--- config.mk ---
export PLATFORM = sky130hd
export DESIGN_NAME = rle_row_expander
export DESIGN_NICKNAME = d
export VERILOG_FILES = /design/src/hw/rtl/rre_pkg.sv /design/src/hw/rtl/rle_row_expander.sv /design/src/hw/rtl/rre_ctrl.sv /design/src/hw/rtl/rre_datapath.sv
export SDC_FILE = /design/constraint.sdc
export NUM_CORES = 1
export LEC_CHECK = 0
export BUFFER_PORTS_ARGS = -buffer_cell sky130_fd_sc_hd__buf_2
export CORE_MARGIN = 2
export CORE_UTILIZATION = 51
export CTS_BUF_LIST = sky130_fd_sc_hd__clkbuf_4
export DETAILED_ROUTE_END_ITERATION = 6
export HOLD_SLACK_MARGIN = 0.06
export PLACE_DENSITY = 0.81
export SYNTH_ARGS = -nofsm -noshare
export SYNTH_HDL_FRONTEND = slang
export SYNTH_SLANG_ARGS = --single-unit
--- constraint.sdc ---
create_clock -name clk -period 11.4 [get_ports clk]
set_input_delay 0.57 -clock clk [delete_from_list [all_inputs] [get_ports clk]]
set_output_delay 0.57 -clock clk [all_outputs]
set_load 0.02 [all_outputs]
--- src/hw/rtl/rre_pkg.sv ---
// Shared types and codes for the run-length row expander.
// Used by rre_ctrl, rre_datapath, rle_row_expander and rre_checker.
package rre_pkg;

    localparam int CFG_DATA_W = 16;
    localparam int SAMPLE_W   = 16;
    localparam int COUNT_W    = 7;

    // register indexes on the configuration port
    localparam logic CFG_SAMPLE_BYTES = 1'b0;
    localparam logic CFG_ROW_WIDTH    = 1'b1;

    localparam logic [1:0] SAMPLE_BYTES_WIDE = 2'd2;
    localparam logic [1:0] LANES_NONE        = 2'd0;
    localparam logic [1:0] LANES_TWO         = 2'd2;

    typedef enum logic [1:0] {
        MODE_DATA  = 2'd0,
        MODE_START = 2'd1,
        MODE_END   = 2'd2
    } mode_t;

    typedef enum logic [1:0] {
        OUT_PROGRESS = 2'd0,
        OUT_COMPLETE = 2'd1,
        OUT_ERROR    = 2'd2
    } outcome_t;

    typedef enum logic [1:0] {
        PH_HEADER  = 2'd0,
        PH_LITERAL = 2'd1,
        PH_RUN     = 2'd2,
        PH_DONE    = 2'd3
    } phase_t;

    typedef enum logic {
        CS_IDLE = 1'b0,
        CS_EMIT = 1'b1
    } ctrl_state_t;

    typedef struct packed {
        mode_t      mode;
        logic [7:0] data_byte;
    } in_item_t;

    typedef struct packed {
        logic [SAMPLE_W-1:0] sample_first;
        logic [SAMPLE_W-1:0] sample_second;
        logic [1:0]          lane_count;
        outcome_t            status;
        logic                last;
    } out_item_t;

    typedef struct packed {
        logic accept;   // take the input item, update row state
        logic load;     // load next result into the output register
    } dp_cmd_t;

    typedef struct packed {
        logic out_free;   // output register can take a result this cycle
        logic emit_last;  // next result is the final one of the item
    } dp_status_t;

endpackage

--- src/hw/rtl/rle_row_expander.sv ---
// Channel   Handshake                  Payload
// item      item_valid / item_ready    in_item_t  {mode, data_byte}
// result    result_valid / result_ready out_item_t {samples, lanes, status, last}
// cfg       cfg_we                     cfg_index, cfg_data
//
// An item is accepted, then its n samples leave up to two per result through
// the single output register; an item gives max(1, ceil(n/2)) results and a
// run holds up to 127 samples. item_ready drops from acceptance until the
// item's last result is loaded; result_ready low holds the emit sequence.
// Reset sets sample_bytes to 1, row_width to 1 and the row to awaiting header.
// Top level: depends on rre_pkg, rre_ctrl and rre_datapath.
module rle_row_expander (
    input  logic                            clk,
    input  logic                            rst_n,
    input  logic                            cfg_we,
    input  logic                            cfg_index,
    input  logic [rre_pkg::CFG_DATA_W-1:0]  cfg_data,
    input  logic                            item_valid,
    output logic                            item_ready,
    input  rre_pkg::in_item_t               item,
    output logic                            result_valid,
    input  logic                            result_ready,
    output rre_pkg::out_item_t              result
);
    import rre_pkg::*;

    dp_cmd_t    cmd;
    dp_status_t status;

    rre_ctrl u_ctrl (
        .clk        (clk),
        .rst_n      (rst_n),
        .item_valid (item_valid),
        .item_ready (item_ready),
        .status     (status),
        .cmd        (cmd)
    );

    rre_datapath u_dp (
        .clk          (clk),
        .rst_n        (rst_n),
        .cfg_we       (cfg_we),
        .cfg_index    (cfg_index),
        .cfg_data     (cfg_data),
        .item         (item),
        .result_ready (result_ready),
        .cmd          (cmd),
        .status       (status),
        .result_valid (result_valid),
        .result       (result)
    );

endmodule

--- src/hw/rtl/rre_ctrl.sv ---
// Controller for the run-length row expander: accept / emit sequencing.
// Depends on rre_pkg; drives rre_datapath through dp_cmd_t.
module rre_ctrl (
    input  logic               clk,
    input  logic               rst_n,
    input  logic               item_valid,
    output logic               item_ready,
    input  rre_pkg::dp_status_t status,
    output rre_pkg::dp_cmd_t    cmd
);
    import rre_pkg::*;

    ctrl_state_t state_reg;
    ctrl_state_t state_next;

    always_ff @(posedge clk or negedge rst_n)
    begin
        if (!rst_n)
        begin
            state_reg <= CS_IDLE;
        end
        else
        begin
            state_reg <= state_next;
        end
    end

    always_comb
    begin
        state_next = state_reg;
        item_ready = 1'b0;
        cmd.accept = 1'b0;
        cmd.load   = 1'b0;
        case (state_reg)
            CS_IDLE:
            begin
                item_ready = 1'b1;
                if (item_valid)
                begin
                    cmd.accept = 1'b1;
                    state_next = CS_EMIT;
                end
            end
            CS_EMIT:
            begin
                if (status.out_free)
                begin
                    cmd.load = 1'b1;
                    if (status.emit_last)
                    begin
                        state_next = CS_IDLE;
                    end
                end
            end
            default:
            begin
                state_next = CS_IDLE;
            end
        endcase
    end

endmodule

--- src/hw/rtl/rre_datapath.sv ---
// Datapath for the run-length row expander: config registers, row state,
// sample/emit counter and the output register. Depends on rre_pkg.
module rre_datapath (
    input  logic                            clk,
    input  logic                            rst_n,
    input  logic                            cfg_we,
    input  logic                            cfg_index,
    input  logic [rre_pkg::CFG_DATA_W-1:0]  cfg_data,
    input  rre_pkg::in_item_t               item,
    input  logic                            result_ready,
    input  rre_pkg::dp_cmd_t                cmd,
    output rre_pkg::dp_status_t             status,
    output logic                            result_valid,
    output rre_pkg::out_item_t              result
);
    import rre_pkg::*;

    logic [1:0]          sample_bytes_reg;
    logic [15:0]         row_width_reg;

    phase_t              phase_reg,   phase_next;
    logic [COUNT_W-1:0]  rem_reg,     rem_next;
    logic [15:0]         sw_reg,      sw_next;
    logic [7:0]          held_reg,    held_next;
    logic                parity_reg,  parity_next;
    outcome_t            outcome_reg, outcome_next;
    logic [SAMPLE_W-1:0] sample_reg,  sample_next;
    logic [COUNT_W-1:0]  emit_reg,    emit_next;
    logic                res_valid_reg;
    out_item_t           res_reg;

    logic                wide;
    logic                sw_full;
    logic [COUNT_W-1:0]  payload_n;
    logic [COUNT_W-1:0]  rem_dec;
    logic [15:0]         sw_after;
    logic                after_full;
    logic [16:0]         hdr_sum;
    logic                hdr_over;
    logic [COUNT_W-1:0]  hdr_cnt;
    logic                emit_last;

    assign wide       = (sample_bytes_reg == SAMPLE_BYTES_WIDE);
    assign sw_full    = (sw_reg >= row_width_reg);
    assign hdr_cnt    = item.data_byte[COUNT_W-1:0];
    assign hdr_sum    = {1'b0, sw_reg} + {10'b0, hdr_cnt};
    assign hdr_over   = (hdr_sum > {1'b0, row_width_reg});
    assign payload_n  = (phase_reg == PH_LITERAL && item.mode == MODE_DATA) ?
                        7'd1 : rem_reg;
    assign rem_dec    = rem_reg - 7'd1;
    assign sw_after   = sw_reg + {9'b0, payload_n};
    assign after_full = (sw_after >= row_width_reg);

    // row state update for one accepted item
    always_comb
    begin
        phase_next   = phase_reg;
        rem_next     = rem_reg;
        sw_next      = sw_reg;
        held_next    = held_reg;
        parity_next  = parity_reg;
        outcome_next = outcome_reg;
        sample_next  = '0;
        emit_next    = '0;
        case (item.mode)
            MODE_DATA:
            begin
                case (phase_reg)
                    PH_HEADER:
                    begin
                        if (sw_full)
                        begin
                            outcome_next = OUT_COMPLETE;
                            phase_next   = PH_DONE;
                            rem_next     = '0;
                            parity_next  = 1'b0;
                        end
                        else if (wide && !parity_reg)
                        begin
                            parity_next = 1'b1;
                            held_next   = item.data_byte;
                        end
                        else if (hdr_cnt == '0 || hdr_over)
                        begin
                            // zero count before row is full, or count too large
                            outcome_next = OUT_ERROR;
                            phase_next   = PH_DONE;
                            rem_next     = '0;
                            parity_next  = 1'b0;
                        end
                        else
                        begin
                            parity_next = 1'b0;
                            rem_next    = hdr_cnt;
                            phase_next  = item.data_byte[7] ? PH_LITERAL : PH_RUN;
                        end
                    end
                    PH_LITERAL, PH_RUN:
                    begin
                        if (wide && !parity_reg)
                        begin
                            parity_next = 1'b1;
                            held_next   = item.data_byte;
                        end
                        else
                        begin
                            sample_next = wide ? {held_reg, item.data_byte} :
                                                 {8'b0, item.data_byte};
                            emit_next   = payload_n;
                            sw_next     = sw_after;
                            parity_next = 1'b0;
                            if (phase_reg == PH_LITERAL && rem_dec != '0)
                            begin
                                rem_next = rem_dec;
                            end
                            else
                            begin
                                rem_next = '0;
                                if (after_full)
                                begin
                                    outcome_next = OUT_COMPLETE;
                                    phase_next   = PH_DONE;
                                end
                                else
                                begin
                                    phase_next = PH_HEADER;
                                end
                            end
                        end
                    end
                    default:
                    begin
                    end
                endcase
            end
            MODE_START:
            begin
                phase_next   = PH_HEADER;
                rem_next     = '0;
                sw_next      = '0;
                held_next    = '0;
                parity_next  = 1'b0;
                outcome_next = OUT_PROGRESS;
            end
            MODE_END:
            begin
                if (phase_reg != PH_DONE)
                begin
                    phase_next  = PH_DONE;
                    rem_next    = '0;
                    parity_next = 1'b0;
                    if (phase_reg == PH_HEADER)
                    begin
                        outcome_next = sw_full ? OUT_COMPLETE : OUT_ERROR;
                    end
                    else
                    begin
                        // zero-fill the rest of the payload
                        emit_next    = rem_reg;
                        sw_next      = sw_after;
                        outcome_next = after_full ? OUT_COMPLETE : OUT_ERROR;
                    end
                end
            end
            default:
            begin
            end
        endcase
    end

    always_ff @(posedge clk or negedge rst_n)
    begin
        if (!rst_n)
        begin
            sample_bytes_reg <= 2'd1;
            row_width_reg    <= 16'd1;
            phase_reg        <= PH_HEADER;
            rem_reg          <= '0;
            sw_reg           <= '0;
            held_reg         <= '0;
            parity_reg       <= 1'b0;
            outcome_reg      <= OUT_PROGRESS;
            sample_reg       <= '0;
            emit_reg         <= '0;
            res_valid_reg    <= 1'b0;
        end
        else
        begin
            if (cfg_we && cfg_index == CFG_SAMPLE_BYTES)
            begin
                sample_bytes_reg <= cfg_data[1:0];
            end
            if (cfg_we && cfg_index == CFG_ROW_WIDTH)
            begin
                row_width_reg <= cfg_data[15:0];
            end
            if (cmd.accept)
            begin
                phase_reg   <= phase_next;
                rem_reg     <= rem_next;
                sw_reg      <= sw_next;
                held_reg    <= held_next;
                parity_reg  <= parity_next;
                outcome_reg <= outcome_next;
                sample_reg  <= sample_next;
                emit_reg    <= emit_next;
            end
            else if (cmd.load)
            begin
                emit_reg <= emit_last ? '0 : emit_reg - 7'd2;
            end
            if (cmd.load)
            begin
                res_valid_reg <= 1'b1;
            end
            else if (result_ready)
            begin
                res_valid_reg <= 1'b0;
            end
        end
    end

    // every sample of one item carries the same value; up to two per transfer
    assign emit_last = (emit_reg <= 7'd2);

    always_ff @(posedge clk)
    begin
        if (cmd.load)
        begin
            res_reg.sample_first  <= (emit_reg != '0) ? sample_reg : '0;
            res_reg.sample_second <= (emit_reg >= 7'd2) ? sample_reg : '0;
            res_reg.lane_count    <= (emit_reg >= 7'd2) ? LANES_TWO : emit_reg[1:0];
            res_reg.status        <= emit_last ? outcome_reg : OUT_PROGRESS;
            res_reg.last          <= emit_last;
        end
    end

    assign status.out_free  = !res_valid_reg || result_ready;
    assign status.emit_last = emit_last;
    assign result_valid     = res_valid_reg;
    assign result           = res_reg;

endmodule

==> results_dict.tcl <==
set metrics [dict create \
    dr.pass1.iters 4 \
    grt_pass1_vias 5427 \
    async_flop_share 0.681 \
    fin_tns_setup_ns 0 \
    cp_cell_sequence "ha_1 -> nand2_1 -> nand2_1 -> ha_1 -> fa_1 -> maj3_1 -> and3_1 -> or2_0 -> o22a_1 -> a311o_1 -> nand2_1 -> xnor2_1 -> ha_1 -> nand4_1 -> a2111oi_0 -> a21oi_1 -> a311o_1 -> a311oi_2 -> mux2_1" \
    die_w_um 123 \
    largest_reg_flops 37 \
    outcome "complete, no violations" \
    core_sq_um 13800 \
    grt_usage 0.224 \
    port_buffers 70 \
    diodes 0 \
    cts_root_buf "clkbuf_4" \
    die_area_sq_um 15000 \
    gp_congestion 0.946 \
    power_leakage_nw 3.73 \
    stdcell_area_sq_um 7930 \
    ys.flop_type "dfrtp_1" \
    start_util 0.519 \
    drt-initial-drc-count 297 \
    critPathMaxStageDelay_ns 0.47 \
    syn-instance-count 696 \
    critPathKind "flip-flop to flip-flop" \
    fin_crit_sh 0.496 \
    antenna_found_initial 0 \
    grt_overflow 0 \
    wirelength_um 15300 \
    skew_ns 0.0170 \
    min_path_type "primary input to asynchronous set/reset pin" \
    post_synth.cell_area_avg_sq_um 10.3 \
    critical_path.max_fanout 9 \
    ioPinCount 71 \
    post_cts_buffers 0 \
    post-route-drc-count 0 \
    cts_htree_levels 4 \
    cts_buffers 17 \
    slowest_stage "a311o_1" \
    clkTransAtPathRegs_ns 0.12 \
    maxCapViolCount 0 \
    synth.most_common_cell "dfrtp_1" \
    cts.sinks 116 \
    synth-edff-count 37 \
    startpoint_type "flip-flop" \
    synth_top_area_share 0.268 \
    worstPathRequired_ns 11.84 \
    slew_viol_final 0 \
    cp_data_arrival_time_ns 6.10 \
    postCtsHoldBufs 0 \
    cts_tree "built" \
    max_freq_mhz 177 \
    cts_resized 0 \
    power_density_nw_per_um2 204 \
    ant_nets 0 \
    placed_area_sq_um 7700 \
    cp-end-kind "flip-flop" \
    ys_seq_area_frac 0.431 \
    rows 43 \
    clk_latency_ns 0.55 \
    maxSlewHeadroom 0.320 \
    synth_warnings 0 \
    syn_area_sq_um 7180 \
    whs_ns 0.134 \
    post-route-min-period_ns 5.66 \
    grt_start_max_net_pins 80 \
    tightest_slew_ns 1.02 \
    synthTopCellsByCount "dfrtp_1, ha_1, nand2_1, inv_1, nor2_1" \
    nets 872 \
    synth_area_leaders "dfrtp_1, edfxtp_1, ha_1" \
    rsz0062_at_grt "no" \
    grt_pass1_wl_um 26200 \
    drive_gt1_frac 0.188 \
    hold_viol 0 \
    synth.ff_latch_count 116 \
    wl_per_cell_um 16.0 \
    areaGrowthSynthToFinish_pct 10.5 \
    die-height_um 123 \
    setup_viol 0 \
    vias_per_cell 5.68 \
    clockBufferDepth 2 \
    ir_worst_vdd_v 0.0000764 \
    synth.distinct_cells 74 \
    hpwlAfterDp_um 11500 \
    vias 5461 \
    synth_nets 800 \
    synth_largest_area_cell "dfrtp_1" \
]
worst max-delay path: cells and delay by family (launching register included):
kind                     cells  cell delay (ns)
XOR/XNOR                     1             0.08
AO/OA/AOI/OAI                6             2.01
flip-flops                   1             0.42
adder cells (fa/ha/maj)      5             1.65
multiplexers                 1             0.35
AND/OR/NAND/NOR              6             1.03
kinds of logic (layout without fill, tap and decap cells):
logic type,after synthesis,after routing,synth area share
and+or+nand+nor,222,222,0.159
AOI/OAI and AO/OA,161,161,0.164
DFF,116,116,0.431
adders and majority gates,74,74,0.131
buffers and inverters,66,151,0.0363
xor gates and xnor gates,29,29,0.0354
muxes,28,28,0.0436
final cells by class:
| type | instances | area [sq um] |
|---|---|---|
| flip-flops and latches | 116 | 3090 |
| clock buffers | 17 | 128 |
| clock inverters | 15 | 109 |
| repair buffers | 74 | 383 |
| inverters | 45 | 169 |
| multi-input cells | 514 | 3830 |
| well taps | 180 | 225 |
| fillers | 1167 | 5890 |
through the flow:
stage	power (mW)	utilization	cells	setup slack [ns]
global placement	1.34	0.557	929	5.47
finish	1.62	0.574	961	5.74
global route	1.75	0.574	961	5.26
floorplan	1.17	-	696	6.13
detailed placement	1.36	0.557	929	5.34
CTS	1.62	0.574	961	5.81
power by group:
part	internal [mW]	total, mW	switching, mW
clock network	0.0862	0.259	0.173
logic	0.286	0.713	0.427
registers	0.560	0.644	0.0842
total	0.932	1.62	0.685
path summary, 6_finish.rpt:
check / slack (ns) / from / cells past startpoint / to
worst max-delay path: 5.74 / u_dp.phase_reg[0] / 19 / u_dp.outcome_reg[1]
worst min-delay path: 0.13 / rst_n / 1 / u_dp.row_width_reg[13]
worst max register to register: 5.74 / u_dp.phase_reg[0] / 19 / u_dp.outcome_reg[1]
worst min register to register: 0.49 / u_dp.parity_reg / 2 / u_dp.parity_reg
max in group asynchronous: 10.56 / rst_n / 1 / u_dp.row_width_reg[5]
min in group clk: 0.24 / cfg_data[10] / 2 / u_dp.row_width_reg[10]
metal layers:
metal	wire length, um	global-route usage	part of all wire	up-vias
li1	-	-	-	2673
met5	0	0	0	-
met2	7480	0.382	0.49	165
met3	850	0.0488	0.055	36
met4	399	0.0912	0.026	0
met1	6610	0.276	0.43	2587
placed cells by master (no fill, tap or decap), types with 9 or more instances in the layout:
cell type and n:
dfrtp_1 77, ha_1 70, buf_2 69, nand2_1 58, inv_1 44, nor2_1 38, edfxtp_1 37, nor2b_1 32
a21oi_1 31, o21ai_0 29, and2_1 26, mux2_2 23, xnor2_1 21, a22o_1 18, clkbuf_4 17, nand3_1 12
o31ai_1 12, nor3_1 10, nand2b_1 9, and3_1 9
Power figures use the tool's default switching activity.
